**src/hdl/mhc_pkg.sv**
```systemverilog
// Shared types and constants of the Bayer demosaic block.
package mhc_pkg;

  // Configuration register indexes.
  localparam logic [7:0] REG_IMAGE_WIDTH  = 8'd0;
  localparam logic [7:0] REG_IMAGE_HEIGHT = 8'd1;

  // Input item commands.
  localparam logic CMD_PIXEL = 1'b0;
  localparam logic CMD_FLUSH = 1'b1;

  // Frame geometry that does not vary.
  localparam int DIM_W        = 13;
  localparam int ROW_W        = 12;
  localparam int MIN_DIM      = 3;
  localparam int HEIGHT_LIMIT = 4096;
  localparam int HEIGHT_RESET = 300;
  localparam int WIDTH_RESET  = 390;

  // Line store organisation: one slot per frame row modulo eight.
  localparam int LINE_SLOTS = 8;
  localparam int SLOT_W     = 3;

  // Kernel window and the job queue between the two halves.
  localparam int KSIZE       = 5;
  localparam int SEL_W       = 3;
  localparam int QUEUE_DEPTH = 4;
  localparam int QPTR_W      = 2;

  // Width of the signed kernel sums, in sixteenths.
  localparam int SUM_W = 15;

  // Work for the back half: one column read plus, for a result, the window map.
  typedef struct packed {
    logic                              emit;
    logic                              eof;
    logic                              rpar;
    logic                              cpar;
    logic [KSIZE-1:0][SLOT_W-1:0]      slot;
    logic [KSIZE-1:0][SEL_W-1:0]       sel;
  } job_t;

endpackage

```
**src/hdl/mhc_jobq.sv**
```systemverilog
// Short job queue that decouples the front half from the back half.
module mhc_jobq #(
  parameter int DW = 32
) (
  input  logic          clk,
  input  logic          rst,
  input  logic          push,
  input  logic [DW-1:0] din,
  input  logic          pop,
  output logic [DW-1:0] dout,
  output logic          full,
  output logic          empty
);

  logic [DW-1:0]              store [mhc_pkg::QUEUE_DEPTH];
  logic [mhc_pkg::QPTR_W-1:0] wptr;
  logic [mhc_pkg::QPTR_W-1:0] rptr;
  logic [mhc_pkg::QPTR_W:0]   count;

  assign full  = (count == (mhc_pkg::QPTR_W + 1)'(mhc_pkg::QUEUE_DEPTH));
  assign empty = (count == '0);
  assign dout  = store[rptr];

  // Pointers and fill level.
  always_ff @(posedge clk) begin
    if (rst) begin
      wptr  <= '0;
      rptr  <= '0;
      count <= '0;
    end else begin
      if (push && !full) begin
        wptr <= wptr + mhc_pkg::QPTR_W'(1);
      end
      if (pop && !empty) begin
        rptr <= rptr + mhc_pkg::QPTR_W'(1);
      end
      if ((push && !full) && !(pop && !empty)) begin
        count <= count + (mhc_pkg::QPTR_W + 1)'(1);
      end else if (!(push && !full) && (pop && !empty)) begin
        count <= count - (mhc_pkg::QPTR_W + 1)'(1);
      end
    end
  end

  // Entry storage.
  always_ff @(posedge clk) begin
    if (push && !full) begin
      store[wptr] <= din;
    end
  end

endmodule

```
**config.mk**
```make
export PLATFORM = sky130hd
export DESIGN_NAME = mhc_jobq
export DESIGN_NICKNAME = d
export VERILOG_FILES = /design/src/hdl/mhc_pkg.sv /design/src/hdl/mhc_jobq.sv
export SDC_FILE = /design/constraint.sdc
export NUM_CORES = 1
export LEC_CHECK = 0
export BUFFER_PORTS_ARGS = -buffer_cell sky130_fd_sc_hd__buf_2
export CORE_MARGIN = 8
export CORE_UTILIZATION = 51
export DETAILED_ROUTE_END_ITERATION = 7
export PLACE_DENSITY_LB_ADDON = 0.1
export SLEW_MARGIN = 0
export SYNTH_ARGS = -nofsm -noshare
export SYNTH_HDL_FRONTEND = slang
export SYNTH_SLANG_ARGS = --single-unit
```
**constraint.sdc**
```tcl
create_clock -name clk -period 2.3 [get_ports clk]
set_input_delay 0.46 -clock clk [delete_from_list [all_inputs] [get_ports clk]]
set_output_delay 0.46 -clock clk [all_outputs]
set_load 0.02 [all_outputs]
```
Word level (Yosys, flattened, before mapping)
Memories as Yosys holds them, arrays and structs flattened. A register that Yosys moved wholly into a read port is not among the register bits.
Cells that the tools add are included.
{"block": "op_classes", "addsub": 4, "eq_ne": 1, "muxes": 6, "reduce_logical": 10}
{"op": "2-to-1 mux 3 bit", "count": 2}
{"op": "adder 2 x 1 -> 2 bit, second input constant", "count": 2}
{"op": "logical AND 1 bit", "count": 4}
{"op": "zero test 1 bit", "count": 4}
{"op": "2-to-1 mux 2 bit", "count": 2}
{"op": "adder 3 x 1 -> 3 bit, second input constant", "count": 1}
{"op": "equality test 3 bit, second input constant", "count": 1}
{"op": "zero test 3 bit", "count": 1}
{"op": "subtractor 3 x 1 -> 3 bit, second input constant", "count": 1}
{"op": "2-to-1 mux 1 bit", "count": 2}
{"op": "nonzero test 2 bit", "count": 1}
{"block": "totals", "register_bits": 7, "ramBits": 128, "out_inout_bits": 34, "word_cells": 25, "memories": 1}
{"memory": "store", "words": 4, "word_bits": 32, "rd": 1, "rd_ports_with_merged_regs": 1, "write_ports": 1, "line_no": "mhc_jobq.sv:15", "source": "logic [DW-1:0] store [mhc_pkg::QUEUE_DEPTH];"}

Depth between registers and ports, before layout
{"block": "logic_depth", "depth_word": 7, "mapped_depth": 8, "depth_no_buf": 8}

Worst setup path after synthesis
Ideal clock, no wire load.
{"block": "synth_path", "path_kind": "register to register", "from": "reg count[0] in the netlist's numbering", "to": "reg count[2] in the netlist's numbering", "arrival_ns": 2.026, "slack_ns": 0.204, "path_stages_with_launch": 9, "n_path_buf": 0, "synth_period_minus_slack_ns": 2.096, "cell_sequence": "dfxtp_1 nor3b_4 nor2_1 ha_1 inv_1 fa_1 xor2_1 or3_1 a21oi_1"}
{"block": "synth_between", "elab_chain_len": 6}
{"element": "start: declaration", "line_no": "mhc_jobq.sv:18", "source": "logic [mhc_pkg::QPTR_W:0] count;"}
{"element": "start signal: assignment", "line_no": "mhc_jobq.sv:38", "source": "count <= count + (mhc_pkg::QPTR_W + 1)'(1);"}
{"element": "start signal: assignment", "line_no": "mhc_jobq.sv:40", "source": "count <= count - (mhc_pkg::QPTR_W + 1)'(1);"}
{"element": "equality test 3 bit *", "line_no": "mhc_jobq.sv:20", "source": "assign full = (count == (mhc_pkg::QPTR_W + 1)'(mhc_pkg::QUEUE_DEPTH));"}
{"element": "via full", "line_no": "mhc_jobq.sv:11", "source": "output logic full,"}
{"element": "zero test 1 bit *", "line_no": "mhc_jobq.sv:37, mhc_jobq.sv:39"}
{"element": "logical AND 1 bit *", "line_no": "mhc_jobq.sv:37, mhc_jobq.sv:39"}
{"element": "zero test 1 bit", "line_no": "mhc_jobq.sv:39", "source": "end else if (!(push && !full) && (pop && !empty)) begin"}
{"element": "logical AND 1 bit", "line_no": "mhc_jobq.sv:39"}
{"element": "nonzero test 2 bit (no line)"}
Mark *: on every way through the listed nets, which the timed path passes. The rest lies on a longest branch. The select of a mux whose other input is x is not followed.
A chain may end at the register's enable or synchronous reset.

==> results.md <==
| Step | Parameter | This run |
|---|---|---|
| pwr | Peak supply drop | 0.630 mV |
| grt | Sum of overflow across all layers after global routing | 0 |
| logic synthesis | Number of distinct standard cells referenced by the synthesized netlist | 23 |
| sta | Total count of max-transition violations in the final report | 0 |
| floorplan | Area of the core | 9770 µm² |
| worst setup path | Category of the worst setup path capture point | primary output |
| route | Routed length on met1 | 3760 µm |
| grt | Vias in the first global route | 2574 |
| worst setup path | Highest-delay cell along the critical path | sky130_fd_sc_hd__mux4_2 |
| placed design | Area of placed instances | 5690 µm² |
| logic synthesis | Area contributors post-synth | sky130_fd_sc_hd__edfxtp_1, sky130_fd_sc_hd__mux4_2, sky130_fd_sc_hd__dfxtp_1, sky130_fd_sc_hd__ha_1, sky130_fd_sc_hd__buf_12 |
| floorplan | I/O pin total | 70 |
| sta | Least setup slack across all paths after layout | 0.0101 ns |
| grt | Number of antenna violations at the first check in global routing | 0 |
| route | Number of routed nets with antenna violations | 0 |
| worst setup path | Slowest cell delay on critical path | 0.52 ns |
| route | TritonRoute pass-1 iters | 4 |
| clock tree | Clock tree buffer depth | 2 |
| pwr | Power after layout | 8.06 mW |
| worst setup path | End of the worst register-to-register path | count[2]$_SDFFE_PP0P_ |
| worst setup path | Buffering stage count on the worst path with inverters included | 3 |
| logic synthesis | Synthesized instance count | 215 |
| layout | Post-layout utilization of the core | 0.670 |
| logic synthesis | Synth Net Count | 257 |
| floorplan | Die Height | 116 µm |
| logic synthesis | Per-instance average area after synthesis | 23.9 µm² |
| worst setup path | Critical path data arrival time | 1.83 ns |
| hold path | Worst hold path startpoint | din[20] |
| sta | Shortest period the worst path allows | 2.29 ns |
| logic synthesis | Post-Synthesis Cell Area | 5130 µm² |
| layout | Relative area change from synthesis to final layout | 27.6% |
| sta | Final hold violations | 0 |
| floorplan | Area enclosed by the die boundary | 13500 µm² |
| sta | Worst clock skew | 0.00450 ns |
| clock tree | Cell at the root of the clock tree | sky130_fd_sc_hd__clkbuf_8 |
| clock tree | H-tree levels | 4 |
| grt | Wire length of the first global-routing pass | 13600 µm |
| worst setup path | Worst Setup Path Type | reg -> out |
| worst setup path | CP cell instances | buf_12, clkbuf_16, mux4_2, buf_6 |
| worst setup path | Worst reg-to-reg path cell count | 7 |
| sta | Maximum clock frequency | 0.437 GHz |
| layout | Fraction of final layout cells with drive strength greater than 1 | 0.485 |
| worst setup path | Critical path startpoint category | flip-flop |
| worst setup path | Cell type group with the largest total delay on the critical path | multiplexers |
| floorplan | Die X | 116 µm |
| pwr | Leakage power summed over all cells | 2.29 nW |
| sta | Post-route clock period utilization | 0.996 |
| sta | Slew of the pin with the lowest slew margin | 0.340 ns |
| sta | Relative max-transition margin | 0.773 |
| route | WL/cell | 19.6 µm |
| route | Routed vias | 2404 |
| worst setup path | Worst endpoint required time | 1.84 ns |
| clock tree | Insertion delay of the later-clocked pin in the worst-skew pair | 0.51 ns |
| placed design | I/O Buffers | 69 |
| hold path | Worst Hold Endpoint | store[1][20]$_DFFE_PP_ |
| sta | Final setup violating endpoints | 0 |
| logic synthesis | Cell taking the most area after synthesis | sky130_fd_sc_hd__edfxtp_1 |
| sta | Worst Hold Slack | 0.165 ns |
| floorplan | Site Rows | 36 |
| route | Metal3 WL | 641 µm |
| layout | Number of antenna cells inserted | 0 |
| hold path | Type of the most critical hold path | in -> reg |
| pwr | Power Density | 1230 nW/µm² |
| clock tree | Register clock-pin slew on the reported worst setup and hold paths | 0.06 ns |
| route | Routed length on met2 | 4540 µm |
| placed design | Detailed placer's ending HPWL | 5600 µm |
| route | Drt via density | 5.21 |
| layout | Finished layout cell area | 6550 µm² |
| hold path | Worst hold path cell count | 1 |
| sta | RSZ-0062 raised after global routing | yes |
| worst setup path | Minimum setup slack among reg-to-reg paths | 0.24 ns |
| placed design | Final Wtd Congestion | 0.721 |
| worst setup path | Startpoint of the most critical register-to-register path | count[1]$_SDFFE_PP0P_ |
| layout | Count of filler cells inserted in the layout | 650 |
| floorplan | Initial core utilization | 0.525 |
| logic synthesis | Share of the yosys chip area belonging to registers | 0.784 |
| route | Post-detailed-route DRC marker count | 0 |
| route | Final wirelength | 9020 µm |
| grt | All-layer global routing usage | 0.140 |
| logic synthesis | Register bit total from synthesis | 137 |
| worst setup path | Maximum net fanout on the critical path | 5 |
| layout | Final layout net count | 357 |
| grt | Largest net degree at the start of global routing | 26 |
| logic synthesis | Area share of the leading cell type in the synthesized netlist | 0.749 |
| flow run | # Max-Cap Violations | 0 |
| outcome | Outcome | complete, no violations |
| clock tree | Sinks on Clock Net | 137 |
| route | Top routing layer in use | met4 |
| clock tree | Number of CTS-inserted buffers | 17 |
| logic synthesis | Ys Warns | 0 |
| route | Starting DRT DRC Count | 118 |
| clock tree | CTS tree | done |
| placed design | Minimum setup slack after placement | 0.232 ns |
-- stage by stage --
step | TNS, ns | std cells
3_5_place_dp | 0 | 421
3_3_place_gp | 0 | 421
6_report | 0 | 461
2_1_floorplan | 0 | 215
5_1_grt | -0.862 | 461
4_1_cts | -0.525 | 453
-- worst max path at each step --
stage                     startpoint                     to  slack (ns)  cells past startpoint
6_report                   flip-flop               dout[11]        0.01                      4
5_1_grt                    flip-flop               dout[13]       -0.05                      4
4_1_cts                    flip-flop               dout[10]       -0.05                      3
3_5_place_dp   count[1]$_SDFFE_PP0P_  count[2]$_SDFFE_PP0P_        0.23                      7
3_3_place_gp   count[1]$_SDFFE_PP0P_  count[2]$_SDFFE_PP0P_        0.28                      7
2_1_floorplan  count[0]$_SDFFE_PP0P_  count[2]$_SDFFE_PP0P_        0.20                      8
-- worst register-to-register path: stages (launching register included) --
cell and delay (ns):
sky130_fd_sc_hd__dfxtp_1 0.39, sky130_fd_sc_hd__o31ai_2 0.34, sky130_fd_sc_hd__ha_1 0.24, sky130_fd_sc_hd__inv_1 0.06
sky130_fd_sc_hd__fa_1 0.37, sky130_fd_sc_hd__xor2_1 0.16, sky130_fd_sc_hd__or3_1 0.31, sky130_fd_sc_hd__a21oi_1 0.14
-- metal layers --
metal | vias up | track usage
met4 | 0 | 0.0596
met2 | 66 | 0.223
met1 | 1226 | 0.167
li1 | 1103 | -
met5 | - | 0
met3 | 9 | 0.0543
-- sequential cells by signal, summed over array words and instances, names as in the netlist, named ones only --
| register | count |
|---|---|
| wptr | 2 |
| store | 128 |
| rptr | 2 |
| count | 3 |
-- area by class of cell --
cell class	count	area [µm²]	area share
sequential	137	4030	0.615
multi-input combinational	66	1000	0.153
timing repair buffer	89	744	0.114
clock buffer	17	414	0.0632
clock inverter	15	175	0.0267
tap	133	166	0.0254
inverter	4	15.0	0.00229
-- timing repair --
item                                    4_1_cts  5_1_grt
setup buffers                                 0        5
gates resized for setup                       2       52
cloned                                        0        3
endpoints found under the setup margin       29       29
hold buffers                                  0        0
endpoints found under the hold margin         0        0
-- synthesized netlist by cell type, drive strengths merged --
master / n
clkbuf: 1
xor2: 4
fa: 1
a21oi: 2
nand2b: 2
ha: 5
nor2: 6
or3: 2
edfxtp: 128
inv: 4
mux4: 32
dfxtp: 9
mux2i: 2
nor3: 1
buf: 7
nor3b: 1
o311ai: 1
o21ai: 2
and2: 4
o31ai: 1
-- kinds of logic after synthesis --
family | synth area share
AO/OA/AOI/OAI | 0.00804
flip-flops | 0.784
AND/OR/NAND/NOR | 0.0188
XOR/XNOR | 0.00683
buffers and inverters | 0.0205
multiplexers | 0.146
adder cells (fa/ha/maj) | 0.0161
-- power breakdown --
group,total [mW],internal (mW),switching (mW)
logic,2.28,1.20,1.08
clock network,2.65,1.65,1.00
registers,3.13,3.01,0.117
-- layout by cell type, fill, tap and decap left out, types with 4 or more instances in the layout --
cell / count
sky130_fd_sc_hd__buf_12: 5
sky130_fd_sc_hd__dfxtp_1: 7
sky130_fd_sc_hd__mux4_2: 31
sky130_fd_sc_hd__edfxtp_1: 128
sky130_fd_sc_hd__inv_1: 4
sky130_fd_sc_hd__clkbuf_16: 18
sky130_fd_sc_hd__xor2_1: 4
sky130_fd_sc_hd__buf_4: 12
sky130_fd_sc_hd__and2_2: 4
sky130_fd_sc_hd__ha_1: 5
sky130_fd_sc_hd__buf_6: 23
sky130_fd_sc_hd__nor2_1: 6
sky130_fd_sc_hd__buf_2: 46
Power figures use the tool's default switching activity.
