--- config.mk ---
export PLATFORM = sky130hd
export DESIGN_NAME = mhc_back
export DESIGN_NICKNAME = d
export VERILOG_FILES = /design/src/hdl/mhc_pkg.sv /design/src/hdl/mhc_back.sv
export SDC_FILE = /design/constraint.sdc
export NUM_CORES = 1
export LEC_CHECK = 0
export BUFFER_PORTS_ARGS = -buffer_cell sky130_fd_sc_hd__buf_2
export CELL_PAD_IN_SITES_DETAIL_PLACEMENT = 0
export CELL_PAD_IN_SITES_GLOBAL_PLACEMENT = 2
export CORE_MARGIN = 2
export CORE_UTILIZATION = 35
export CTS_CLUSTER_SIZE = 16
export DETAILED_ROUTE_END_ITERATION = 12
export PLACE_DENSITY = 0.66
export SLEW_MARGIN = 20
export SYNTH_ARGS = -nofsm -noshare
export SYNTH_HDL_FRONTEND = slang
export SYNTH_SLANG_ARGS = --single-unit
--- constraint.sdc ---
create_clock -name clk -period 10.6 [get_ports clk]
set_input_delay 0.53 -clock clk [delete_from_list [all_inputs] [get_ports clk]]
set_output_delay 0.53 -clock clk [all_outputs]
set_load 0.02 [all_outputs]
--- src/hdl/mhc_pkg.sv ---
// Shared types and constants of the Bayer demosaic block.
package mhc_pkg;

  // Configuration register indexes.
  localparam logic [7:0] REG_IMAGE_WIDTH  = 8'd0;
  localparam logic [7:0] REG_IMAGE_HEIGHT = 8'd1;

  // Input item commands.
  localparam logic CMD_PIXEL = 1'b0;
  localparam logic CMD_FLUSH = 1'b1;

  // Frame geometry that does not vary.
  localparam int DIM_W        = 13;
  localparam int ROW_W        = 12;
  localparam int MIN_DIM      = 3;
  localparam int HEIGHT_LIMIT = 4096;
  localparam int HEIGHT_RESET = 300;
  localparam int WIDTH_RESET  = 390;

  // Line store organisation: one slot per frame row modulo eight.
  localparam int LINE_SLOTS = 8;
  localparam int SLOT_W     = 3;

  // Kernel window and the job queue between the two halves.
  localparam int KSIZE       = 5;
  localparam int SEL_W       = 3;
  localparam int QUEUE_DEPTH = 4;
  localparam int QPTR_W      = 2;

  // Width of the signed kernel sums, in sixteenths.
  localparam int SUM_W = 15;

  // Work for the back half: one column read plus, for a result, the window map.
  typedef struct packed {
    logic                              emit;
    logic                              eof;
    logic                              rpar;
    logic                              cpar;
    logic [KSIZE-1:0][SLOT_W-1:0]      slot;
    logic [KSIZE-1:0][SEL_W-1:0]       sel;
  } job_t;

endpackage

--- src/hdl/mhc_back.sv ---
// Back half: column fetch, 5x5 window, Malvar-He-Cutler kernels and output register.
module mhc_back (
  input  logic                                  clk,
  input  logic                                  rst,
  input  logic                                  q_empty,
  input  mhc_pkg::job_t                         head,
  output logic                                  pop,
  output logic                                  re,
  input  logic [mhc_pkg::LINE_SLOTS-1:0][7:0]   rdata,
  input  logic                                  out_stall,
  output logic                                  out_valid,
  output logic [7:0]                            red,
  output logic [7:0]                            green,
  output logic [7:0]                            blue,
  output logic                                  end_of_frame
);

  localparam int K = mhc_pkg::KSIZE;
  localparam int SW = mhc_pkg::SUM_W;

  logic                               adv;
  logic                               rd_v, wn_v, sm_v;
  mhc_pkg::job_t                      rd_job, wn_job;
  logic [K-1:0][K-1:0][7:0]           cols;
  logic [K-1:0][7:0]                  newcol;
  logic [K-1:0][K-1:0][7:0]           p;
  logic signed [SW-1:0]               a, b, dg, h, v, c;
  logic signed [SW-1:0]               s_cross, s_square, s_horiz, s_vert;
  logic signed [SW-1:0]               sm_cross, sm_square, sm_horiz, sm_vert;
  logic [7:0]                         sm_center;
  logic                               sm_rpar, sm_cpar, sm_eof;
  logic [7:0]                         v_cross, v_square, v_horiz, v_vert;

  // Round half up from sixteenths and clip to a byte.
  function automatic logic [7:0] round_clip(input logic signed [SW-1:0] s);
    logic signed [SW-1:0] t;
    t = s + SW'(8);
    if (t < 0) begin
      return 8'd0;
    end else if (t[SW-2:4] > (SW - 5)'(255)) begin
      return 8'd255;
    end else begin
      return t[11:4];
    end
  endfunction

  // The whole pipeline moves whenever the output register can take a transfer.
  assign adv = !out_valid || !out_stall;
  assign pop = adv && !q_empty;
  assign re  = adv;

  // New column, each window row taken from its mirrored slot.
  always_comb begin
    for (int i = 0; i < K; i++) begin
      newcol[i] = rdata[rd_job.slot[i]];
    end
  end

  // Window with mirrored columns picked from the column history.
  always_comb begin
    for (int i = 0; i < K; i++) begin
      for (int j = 0; j < K; j++) begin
        p[i][j] = cols[wn_job.sel[j]][i];
      end
    end
  end

  // Shared partial sums and the four non-trivial kernels.
  always_comb begin
    a  = SW'(p[0][2]) + SW'(p[4][2]);
    b  = SW'(p[2][0]) + SW'(p[2][4]);
    dg = SW'(p[1][1]) + SW'(p[1][3]) + SW'(p[3][1]) + SW'(p[3][3]);
    h  = SW'(p[2][1]) + SW'(p[2][3]);
    v  = SW'(p[1][2]) + SW'(p[3][2]);
    c  = SW'(p[2][2]);
    s_cross  = ((h + v) <<< 2) - ((a + b) <<< 1) + (c <<< 3);
    s_square = (dg <<< 2) - ((a + b) <<< 1) - (a + b) + (c <<< 3) + (c <<< 2);
    s_horiz  = a - (dg <<< 1) - (b <<< 1) + (h <<< 3) + (c <<< 3) + (c <<< 1);
    s_vert   = b - (dg <<< 1) - (a <<< 1) + (v <<< 3) + (c <<< 3) + (c <<< 1);
  end

  assign v_cross  = round_clip(sm_cross);
  assign v_square = round_clip(sm_square);
  assign v_horiz  = round_clip(sm_horiz);
  assign v_vert   = round_clip(sm_vert);

  // Stage valids.
  always_ff @(posedge clk) begin
    if (rst) begin
      rd_v      <= 1'b0;
      wn_v      <= 1'b0;
      sm_v      <= 1'b0;
      out_valid <= 1'b0;
    end else if (adv) begin
      rd_v      <= !q_empty;
      wn_v      <= rd_v && rd_job.emit;
      sm_v      <= wn_v;
      out_valid <= sm_v;
    end
  end

  // Stage payloads.
  always_ff @(posedge clk) begin
    if (adv) begin
      rd_job <= head;
      wn_job <= rd_job;
      if (rd_v) begin
        cols <= {cols[K-2:0], newcol};
      end
      sm_cross  <= s_cross;
      sm_square <= s_square;
      sm_horiz  <= s_horiz;
      sm_vert   <= s_vert;
      sm_center <= p[2][2];
      sm_rpar   <= wn_job.rpar;
      sm_cpar   <= wn_job.cpar;
      sm_eof    <= wn_job.eof;
      // Kernel choice follows the GRBG site of the pixel.
      end_of_frame <= sm_eof;
      if (sm_rpar == sm_cpar) begin
        green <= sm_center;
        red   <= sm_rpar ? v_vert : v_horiz;
        blue  <= sm_rpar ? v_horiz : v_vert;
      end else if (!sm_rpar) begin
        red   <= sm_center;
        green <= v_cross;
        blue  <= v_square;
      end else begin
        red   <= v_square;
        green <= v_cross;
        blue  <= sm_center;
      end
    end
  end

endmodule

* Word level (Yosys, flattened, before mapping)
Cells that the tools add are included.
Operators by class: $add $sub $neg 29, $lt $le $gt $ge 18, equality and inequality tests 1, multiplexer cells 35, reductions and logical operators 7
Operators with widths (number):
- $bmux 40 s3 | 5
- $mux 8 | 20
- $bmux 8 s3 | 5
- $mux 32 | 2
- $add 15x12->15 | 4
- $add 15x5->15 const B | 4
- $lt 15x1->1 const B | 4
- $mux 24 | 2
- $add 8x8->9 | 5
- $gt 10x8->1 const B | 4
- $lt 3x4->1 const B | 10
- $mux 40 | 1
- $add 14x13->15 | 2
- $add 15x10->15 | 2
- $sub 13x11->14 | 2
- $sub 9x12->13 | 2
- $add 9x9->10 | 2
- $add 15x11->15 | 1
- $sub 13x15->15 | 1
- $sub 14x15->15 | 1
- $sub 15x11->15 | 1
- $add 10x8->11 | 1
- $add 9x8->10 | 1
- $logic_not 1->1 | 3
- other kinds (4) | 5
Storage, ports and cells: bits in registers 352, bits of input ports 102, output and inout bits 28, word-level logic and storage cells 153

* Longest topological paths before layout
Gate-level depths: netlist (run 1).
word-level depth 10, depth in mapped cells 30, depth with buffers taken out 28

* Least setup slack after synthesis (run 1)
No wires, ideal clock.
path type input to register, start point in out_stall, end point reg cols[0] in the netlist's numbering (enable), library setup time 0.584 ns, data arrival time 8.388 ns, path slack 1.628 ns, cell stages on the path 2, path through nand2_1 -> and2_1
Between the ends: cells in the longest elaborated chain, start to end 3
RTL lines:
- start: declaration | line mhc_back.sv:10 | input logic out_stall,
- $logic_not 1->1 | line mhc_back.sv:48 | assign adv = !out_valid || !out_stall;
- $logic_or 1x1->1 | line mhc_back.sv:48
- $reduce_and 2->1 (no source line)
- end signal: assignment | line mhc_back.sv:108 | cols <= {cols[K-2:0], newcol};
- end: declaration | line mhc_back.sv:24 | logic [K-1:0][K-1:0][7:0] cols;
Every way passes these cells. A chain may end at the register's enable or synchronous reset.

* Worst setup path after layout (run 1)
start point reg wn_job[8] in the netlist's numbering, end point reg sm_square[12] (data pin)
Between the ends: cells in the longest elaborated chain, start to end 8
RTL lines:
- start: declaration | line mhc_back.sv:23 | mhc_pkg::job_t rd_job, wn_job;
- start signal: assignment | line mhc_back.sv:106 | wn_job <= rd_job;
- $bmux 40 s3 * | line mhc_back.sv:63 | p[i][j] = cols[wn_job.sel[j]][i];
- $mux 40 (not written as such) * | line mhc_back.sv:63
- $add 8x8->9 | line mhc_back.sv:70 | a = SW'(p[0][2]) + SW'(p[4][2]);
- $add 9x9->10 | line mhc_back.sv:77 | s_square = (dg <<< 2) - ((a + b) <<< 1) - (a + b) + (c <<< 3) + (c <<< 2);
- $sub 14x15->15 | line mhc_back.sv:77
- $sub 15x11->15 | line mhc_back.sv:77
- $add 15x12->15 | line mhc_back.sv:77
- $add 15x11->15 * | line mhc_back.sv:77
- named net s_square[12] | line mhc_back.sv:28 | logic signed [SW-1:0] s_cross, s_square, s_horiz, s_vert;
- end signal: assignment | line mhc_back.sv:111 | sm_square <= s_square;
- end: declaration | line mhc_back.sv:29 | logic signed [SW-1:0] sm_cross, sm_square, sm_horiz, sm_vert;
Mark *: on every way through the listed nets, which the timed path passes. The rest lies on a longest branch. The select of a mux whose other input is x is not followed.

==> results of run 1 <==
-- registers in the layout (all words and copies together) (netlist names), 12 cells and up --
signal,flops
cols,200
rd_job,34
wn_job,18
sm_cross,12
sm_horiz,12
sm_square,12
sm_vert,12
-- layer usage --
layer | GRT usage | vias up | wire length (um)
met2 | 0.335 | 402 | 35700
met4 | 0.0482 | 0 | 1640
met3 | 0.0240 | 92 | 2700
met5 | 0 | - | 0
met1 | 0.256 | 8659 | 31500
li1 | - | 7993 | -
-- synthesized netlist by cell type, drive strengths merged (31+ instances only) --
cell type	instances	area (um^2)
clkbuf	66	248
ha	145	1810
nand2	70	263
mux2	41	462
nor2	122	458
o22ai	48	300
buf	31	128
inv	189	709
nor3	39	195
a22oi	36	270
o21ai	42	210
edfxtp	336	10100
a21oi	143	719
xnor2	68	603
mux4	132	2970
xor2	40	350
mux2i	126	1260
a21o	31	233
fa	108	2160
-- per-stage QoR --
stage / std cells / hold WS, ns / setup WS [ns] / utilization / instance area (um^2)
after CTS: 3141 / 0.0815 / 2.86 / 0.397 / 28400
after floorplan: 2057 / 0.400 / 1.63 / - / 25300
after detailed placement: 3062 / 0.406 / 2.88 / 0.377 / 27000
after global routing: 3147 / 0.0861 / 2.37 / 0.398 / 28500
after global placement: 3062 / 0.401 / 2.86 / 0.377 / 27000
final: 3148 / 0.120 / 2.85 / 0.398 / 28500
-- worst paths after layout --
check	endpoint	slack (ns)	depth (start not counted)
setup / recovery	sm_square[12]$_DFFE_PN_	2.85	24
setup reg to reg	sm_square[12]$_DFFE_PN_	2.85	24
hold / removal	rd_job[27]$_DFFE_PN_	0.12	1
hold reg to reg	sm_eof$_DFFE_PN_	0.42	0
-- area by class of cell --
class                           instances  share of cell area
Antenna cell                            2            0.000176
Clock buffer                           50              0.0395
Clock inverter                         29             0.00893
Inverter                              190              0.0251
Multi-Input combinational cell       1430               0.495
Sequential cell                       340               0.357
Tap cell                              950              0.0418
Timing Repair Buffer                  157              0.0326
-- kinds of logic (layout without fill, tap and decap cells) --
kind of cell | Yosys count | in the layout
compound gates | 429 | 429
simple gates | 341 | 341
flops | 340 | 340
mux | 299 | 299
buf+inv | 287 | 426
fa+ha+maj | 253 | 253
xor+xnor | 108 | 108
other cells | 0 | 2
-- critical path, delay by kind of cell, from the launching register on --
family / cells / cell delay [ns]
compound gates: 9 / 2.07
flops: 1 / 0.72
buf+inv: 4 / 0.84
xor+xnor: 3 / 0.88
mux: 1 / 0.25
fa+ha+maj: 6 / 2.66
simple gates: 1 / 0.06
==> flow_summary_export.csv, run 1 <==
group,metric,value,unit
outcome,status,"complete, no violations",
detailed_routing,wl,71.6,mm
yosys,synth_adder_area_share,0.157,
floorplanning,die_w,273,um
cells_and_area,layout_commonest_cell,"edfxtp_1",
timing,final_hold_viol_count,0,
yosys,synth_seq_area_share,0.402,
hold_path,hp-start,"head[27]",
placed_design,gp_congestion,0.864,
global_routing,gr-usage-all-layers,0.193,
yosys,syn_nets,2412,
cts,clk_latency,0.58,ns
cts,cts_setup_buffers,0,
global_routing,grt_pass1_vias,17700,
cells_and_area,seqCellArea,0.0102,mm^2
cts,htree_num_levels,2,
floorplanning,dieArea,0.0745,mm^2
yosys,synthMuxAreaShare,0.186,
cts,hold_buffers,0,
yosys,yosysUniqueCellTypes,70,
worst_setup_path,critPathLaunch,"wn_job[8]$_DFFE_PN_",
cts,clock-root-buffer,"clkbuf_16",
worst_setup_path,start_kind,"flip-flop",
yosys,yosysWarnings,0,
worst_setup_path,crit_fanout,34,
global_routing,grt_overflow,0,
worst_setup_path,crit_required,10.91,ns
cts,ctsResizeCount,0,
worst_setup_path,max_stage_delay,0.72,ns
yosys,synthXorXnorAreaFrac,0.0377,
cts,cts_tree,"yes",
cts,clkTransAtPathRegs,0.07,ns
worst_setup_path,crit_chain,"buf_4 > mux2i_1 > nor2_1 > a21oi_1 > o22ai_1 > ha_1 > a21oi_1 > xnor2_1 > ha_1 > a21oi_1 > xnor2_1 > fa_1 > inv_1 > fa_1 > inv_1 > fa_1 > inv_1 > ha_1 > a21oi_1 > o21ai_0 > a2111o_1 > a31o_2 > a21oi_1 > xnor2_1",
detailed_routing,viasPerCell,5.45,
worst_setup_path,crit_top_cell,"a21oi_1",
cells_and_area,final_cell_mix,"edfxtp_1 (336), inv_1 (188), ha_1 (145), a21oi_1 (142), mux4_2 (132)",
worst_setup_path,crit_arrival,8.05,ns
yosys,synthSimpleGateAreaFrac,0.0638,
floorplanning,core_area,0.0715,mm^2
cts,numCtsBuffers,43,
detailed_routing,drt_first_pass_iters,5,
yosys,syn_inst,2057,
worst_setup_path,r2r-start,"wn_job[8]$_DFFE_PN_",
detailed_routing,drc,0,
worst_setup_path,critical_path_class,"flip-flop to flip-flop",
cells_and_area,drive_gt1_frac,0.189,
cells_and_area,multi_input_area,0.0141,mm^2
yosys,synth-compound-area-share,0.111,
floorplanning,die_h,273,um
global_routing,grt_max_degree,138,
detailed_routing,postRouteAntennaNets,0,
placed_design,io_buffer_count,129,
placed_design,hpwl,53.6,mm
cells_and_area,fill_cells,6795,
timing,tightest_slew,1.05,ns
yosys,synth-seq-cells,340,
yosys,synth_area_per_cell,12.3,um^2
yosys,async_flop_share,0,
cts,clockBufferDepth,3,
floorplanning,io_pins,130,
timing,max-slew-margin-rel,0.303,
timing,setup_viol,0,
timing,fmax,129,MHz
yosys,synth_edf_count,336,
detailed_routing,drt-initial-drc-count,1047,
yosys,synthFlopType,"edfxtp_1",
detailed_routing,post_drt_wl_per_cell,22.7,um
timing,rsz0062_at_grt,"false",
floorplanning,rows,98,
cells_and_area,final_nets,2517,
timing,fin_crit_sh,0.731,
timing,slew_violations,0,
timing,finClkSkew,0.0294,ns
cts,cts.sinks,340,
global_routing,grt_antenna_before_repair,2,
yosys,synth_top_family_by_area,"multiplexers",
detailed_routing,vias,17100,
floorplanning,initial_core_util,0.354,
timing,final.min_clock_period,7.75,ns
global_routing,grt_pass1_wl,109,mm
timing,tns,0,ns
hold_path,holdCritPathClass,"input port to flip-flop",
job,maxCapViolations,0,
worst_setup_path,cp_slowest_cell,"edfxtp_1",
cells_and_area,area_growth,12.4,%
yosys,syn-cell-area,0.0253,mm^2
worst_setup_path,endpoint_kind,"flip-flop",
Power of run 1 is not shown: default switching activity piles up to over one toggle a cycle in this logic, so the estimate is an artifact.
==> inputs of run 2 (changes only) <==
==> constraint.sdc (replaced) <==
create_clock -name clk -period 8 [get_ports clk]
set_input_delay 0.4 -clock clk [delete_from_list [all_inputs] [get_ports clk]]
set_output_delay 0.4 -clock clk [all_outputs]
set_load 0.02 [all_outputs]
==> run 2 against run 1 <==
Sequential share of layout area is 0.65 points lower. Clock-buffer cell count stayed put. Flip-flop and latch count stayed put. Cell count is 2.0% higher. Setup slack worse by 2.4 ns. Hold slack better by 0.037 ns. Via count is 1.9% higher. Clock skew is 0.0065 ns lower. Maximum frequency is 2.2% higher. Global-route usage is 0.12 points higher. Non-clock buffer count is 69 higher.
==> flow_summary_export.csv, run 2 (synthesis results as in run 1) <==
group,metric,value,unit
cells_and_area,area_growth,14.5,%
timing,rsz0062_at_grt,"false",
hold_path,holdCritPathClass,"input port to flip-flop",
timing,fin_ws,0.424,ns
cells_and_area,final_nets,2584,
detailed_routing,vias,17500,
placed_design,pre_cts_ws,0.343,ns
worst_setup_path,worst_r2r_path_depth,22,
timing,setup_viol,0,
cts,clkTransAtPathRegs,0.06,ns
global_routing,grt_pass1_vias,18100,
global_routing,grt_antenna_before_repair,2,
cells_and_area,layout_commonest_cell,"edfxtp_1",
global_routing,grt_pass1_wl,110,mm
cells_and_area,largest_register_ffs,200,
placed_design,io_buffer_count,129,
cells_and_area,regMostFlops,"cols",
global_routing,grt_overflow,0,
timing,tns,0,ns
worst_setup_path,crit_required,8.32,ns
cells_and_area,top_regs,"cols (200), rd_job (34), wn_job (18)",
detailed_routing,postRouteAntennaNets,0,
placed_design,hpwl,54.3,mm
timing,max-slew-margin-rel,0.184,
cts,cts.sinks,340,
timing,final_hold_viol_count,0,
global_routing,gr-usage-all-layers,0.194,
cts,clk_latency,0.59,ns
floorplanning,core_area,0.0715,mm^2
cells_and_area,final_cell_mix,"edfxtp_1 (336), inv_1 (188), ha_1 (145), a21oi_1 (142), mux4_2 (132)",
detailed_routing,post_drt_wl_per_cell,22.3,um
detailed_routing,drt_first_pass_iters,5,
cells_and_area,drive_gt1_frac,0.196,
timing,fmax,132,MHz
worst_setup_path,critical_path_class,"flip-flop to flip-flop",
floorplanning,io_pins,130,
job,maxCapViolations,0,
detailed_routing,drc,0,
floorplanning,die_w,273,um
timing,finClkSkew,0.0229,ns
outcome,status,"complete, no violations",
cells_and_area,antenna_cells,0,
worst_setup_path,crit_arrival,7.89,ns
cts,cts_tree,"yes",
cts,clockBufferDepth,3,
detailed_routing,viasPerCell,5.44,
cts,numCtsBuffers,41,
worst_setup_path,start_kind,"flip-flop",
worst_setup_path,endpoint_kind,"flip-flop",
timing,fin_crit_sh,0.947,
timing,tightest_slew,1.21,ns
cts,htree_num_levels,2,
floorplanning,rows,98,
hold_path,hold_path_depth,3,
detailed_routing,wl,71.7,mm
cts,clock-root-buffer,"clkbuf_16",
floorplanning,die_h,273,um
worst_setup_path,crit_fanout,12,
timing,final.min_clock_period,7.58,ns
timing,slew_violations,0,
floorplanning,dieArea,0.0745,mm^2
placed_design,gp_congestion,0.863,
global_routing,grt_max_degree,152,
detailed_routing,drt-initial-drc-count,1193,
floorplanning,initial_core_util,0.354,
[run 2: cell count changes in the layout (fill, tap and decap cells not counted), moves of 3 or more]
cell | before | now
dlygate4sd3_1 | 0 | 35
clkbuf_1 | 6 | 9
clkbuf_16 | 44 | 41
buf_4 | 22 | 57
clkinv_2 | 7 | 4
[run 2: critical path, stage by stage (launching register included)]
cell	delay (ns)
edfxtp_1	0.70
nor3_4	0.42
buf_4	0.29
a22oi_1	0.14
fa_1	0.54
fa_1	0.56
inv_1	0.07
fa_1	0.45
xnor2_1	0.60
ha_1	0.38
a21oi_1	0.22
o21bai_1	0.10
a21oi_1	0.22
o21ai_0	0.18
and3_1	0.23
ha_1	0.28
inv_1	0.04
ha_1	0.29
ha_1	0.31
ha_1	0.40
or4b_2	0.69
o211ai_1	0.11
nor3_1	0.06
[run 2: area by class of cell]
type	count	area [um^2]
inverter	190	713
sequential	340	10200
fill	6754	42500
multi-input combinational	1430	14100
clock buffer	50	1060
clock inverter	25	239
tap	950	1190
timing repair buffer	226	1530
[run 2: worst paths after layout]
path | slack (ns) | end | start
worst max register to register | 0.42 | sm_horiz[13]$_DFFE_PN_ | wn_job[4]$_DFFE_PN_
worst min register to register | 0.42 | sm_eof$_DFFE_PN_ | wn_job[32]$_DFFE_PN_
worst min-delay path | 0.16 | wn_v$_SDFFE_PP0N_ | out_stall
worst max-delay path | 0.42 | sm_horiz[13]$_DFFE_PN_ | wn_job[4]$_DFFE_PN_
[run 2: timing repair]
item	in CTS	in global routing
gates resized for setup	0	2
hold endpoints to repair	38	0
buffers inserted	0	8
endpoints found under the setup margin	0	7
hold buffers	35	0
[run 2: through the flow]
stage	hold slack (ns)	util	instances	instance area (um^2)
after floorplan	0.400	-	2057	25300
after global placement	0.400	0.380	3091	27200
after detailed placement	0.405	0.380	3091	27200
after CTS	0.119	0.404	3201	28800
after global routing	0.153	0.406	3211	29000
final	0.158	0.406	3211	29000
[run 2: metal layers]
| metal | part of all wire | routed length (um) | vias to the layer above | track usage |
|---|---|---|---|---|
| met1 | 0.45 | 32100 | 8887 | 0.261 |
| met2 | 0.49 | 34800 | 383 | 0.328 |
| met5 | 0 | 0 | - | 0 |
| met3 | 0.038 | 2730 | 92 | 0.0227 |
| met4 | 0.029 | 2080 | 0 | 0.0604 |
| li1 | - | - | 8108 | - |
Power of run 2 is left out for the same reason.
==> inputs of run 3 (changes only) <==
--- a/config.mk
+++ b/config.mk
@@ -9,10 +9,10 @@
 export CELL_PAD_IN_SITES_DETAIL_PLACEMENT = 0
 export CELL_PAD_IN_SITES_GLOBAL_PLACEMENT = 2
 export CORE_MARGIN = 2
-export CORE_UTILIZATION = 35
+export CORE_UTILIZATION = 44
 export CTS_CLUSTER_SIZE = 16
 export DETAILED_ROUTE_END_ITERATION = 12
-export PLACE_DENSITY = 0.66
+export PLACE_DENSITY = 0.81
 export SLEW_MARGIN = 20
 export SYNTH_ARGS = -nofsm -noshare
 export SYNTH_HDL_FRONTEND = slang
==> run 3 against run 2 <==
First-iteration DRC count grew 3.4%. Cell count is 6.5% lower. Register-to-register slack improved by 0.08 ns. Design area shrank 1.3%. Sequential share of layout area up 0.45 points. Clock-buffer cell count is the same. Flip-flop and latch count stayed put. Maximum frequency rose by 1.1%. Largest cell class unchanged. Wire length fell by 6.1%. Highest routed layer is now met5. Clock skew rose by 0.0050 ns. Critical path type unchanged. Non-clock buffer count down 14. Utilization is 10 points higher.
==> flow_summary_export.csv, run 3 (synthesis results as in run 1) <==
group,metric,value,unit
cts,clkTransAtPathRegs,0.06,ns
global_routing,grt_pass1_vias,17800,
global_routing,grt_antenna_before_repair,4,
worst_setup_path,crit_buf_inv,3,
detailed_routing,postRouteAntennaNets,0,
worst_setup_path,crit_chain,"buf_4 > mux4_2 > a22oi_1 > fa_1 > fa_1 > inv_1 > ha_1 > xnor2_1 > ha_1 > a21oi_1 > o21bai_1 > a21oi_1 > o21ai_0 > and3_1 > ha_1 > inv_1 > ha_1 > ha_1 > ha_1 > or4b_2 > o211ai_1 > nor3_1",
worst_setup_path,crit_top_cell,"ha_1",
cells_and_area,area_growth,13.1,%
timing,slew_violations,0,
cells_and_area,top_regs,"cols (200), rd_job (34), wn_job (18)",
timing,fmax,133,MHz
placed_design,io_buffer_count,129,
detailed_routing,drt_first_pass_iters,5,
timing,rsz0062_at_grt,"false",
cells_and_area,drive_gt1_frac,0.190,
cells_and_area,largest_register_ffs,200,
worst_setup_path,crit_family,"adder cells",
cells_and_area,regMostFlops,"cols",
floorplanning,core_area,0.0566,mm^2
cells_and_area,layout_commonest_cell,"edfxtp_1",
detailed_routing,wl,67.3,mm
worst_setup_path,endpoint_kind,"flip-flop",
worst_setup_path,crit_fanout,10,
cells_and_area,final_cells,3003,
cells_and_area,fin_area,0.0286,mm^2
cts,clock-root-buffer,"clkbuf_16",
timing,final.min_clock_period,7.49,ns
timing,tns,0,ns
floorplanning,dieArea,0.0595,mm^2
global_routing,grt_overflow,0,
worst_setup_path,start_kind,"flip-flop",
hold_path,holdCritPathClass,"input port to flip-flop",
worst_setup_path,critical_path_class,"flip-flop to flip-flop",
timing,finClkSkew,0.0278,ns
cells_and_area,final_cell_mix,"edfxtp_1 (336), inv_1 (188), ha_1 (145), a21oi_1 (142), mux4_2 (132)",
placed_design,hpwl,50.9,mm
detailed_routing,vias,17500,
detailed_routing,viasPerCell,5.83,
placed_design,gp_congestion,0.914,
cts,cts.sinks,340,
timing,fin_crit_sh,0.936,
worst_setup_path,crit_required,8.32,ns
cts,numCtsBuffers,40,
timing,max-slew-margin-rel,0.296,
timing,tightest_slew,1.05,ns
detailed_routing,post_drt_wl_per_cell,22.4,um
floorplanning,initial_core_util,0.447,
cells_and_area,final_nets,2569,
detailed_routing,drt-initial-drc-count,1233,
cells_and_area,fin_util,0.506,
cts,cts_tree,"yes",
outcome,status,"complete, no violations",
floorplanning,rows,87,
worst_setup_path,cp_slowest_cell,"edfxtp_1",
global_routing,grt_pass1_wl,106,mm
floorplanning,die_h,244,um
placed_design,dpl_cell_area,0.0269,mm^2
timing,final_hold_viol_count,0,
floorplanning,die_w,244,um
floorplanning,io_pins,130,
placed_design,dp_cells,2890,
global_routing,gr-usage-all-layers,0.231,
global_routing,grt_max_degree,177,
cts,clockBufferDepth,3,
job,maxCapViolations,0,
worst_setup_path,max_stage_delay,0.70,ns
worst_setup_path,crit_arrival,7.81,ns
detailed_routing,drc,0,
cts,clk_latency,0.59,ns
cts,htree_num_levels,2,
timing,setup_viol,0,
==> run 3: through the flow <==
step | setup slack, ns | hold WS, ns
after floorplan | 0.833 | 0.400
after global placement | 0.586 | 0.401
after detailed placement | 0.498 | 0.405
after CTS | 0.467 | 0.00117
after global routing | 0.0287 | 0.0127
final | 0.509 | 0.0324
==> run 3: cell type report <==
class,instances,area (um^2)
fillers,5026,28000
multi-input cells,1430,14100
flip-flops and latches,340,10200
repair buffers,212,1420
clock buffers,50,1040
well taps,756,946
inverters,190,713
clock inverters,22,239
diodes,3,7.51
==> run 3: path summary, 6_finish.rpt <==
check,depth (start not counted),start,end,slack (ns)
max,22,wn_job[3]$_DFFE_PN_,sm_horiz[13]$_DFFE_PN_,0.51
min,2,rst,sm_v$_SDFFE_PP0N_,0.03
max reg2reg,22,wn_job[3]$_DFFE_PN_,sm_horiz[13]$_DFFE_PN_,0.51
min reg2reg,0,wn_job[31]$_DFFE_PN_,sm_rpar$_DFFE_PN_,0.42
==> run 3: layer usage <==
layer,vias to the layer above,GRT usage,wire length (um)
met3,81,0.0291,3860
met2,555,0.373,31900
met5,-,0,11
met4,2,0.0581,1560
met1,8806,0.331,29900
li1,8075,-,-
==> run 3: what timing repair did <==
item                                    in CTS  in global routing
gates resized for setup                      0                  1
endpoints found under the setup margin       0                  4
buffers inserted                             0                  0
endpoints found under the hold margin       34                  0
hold buffers                                34                  0
Power of run 3 is left out for the same reason.
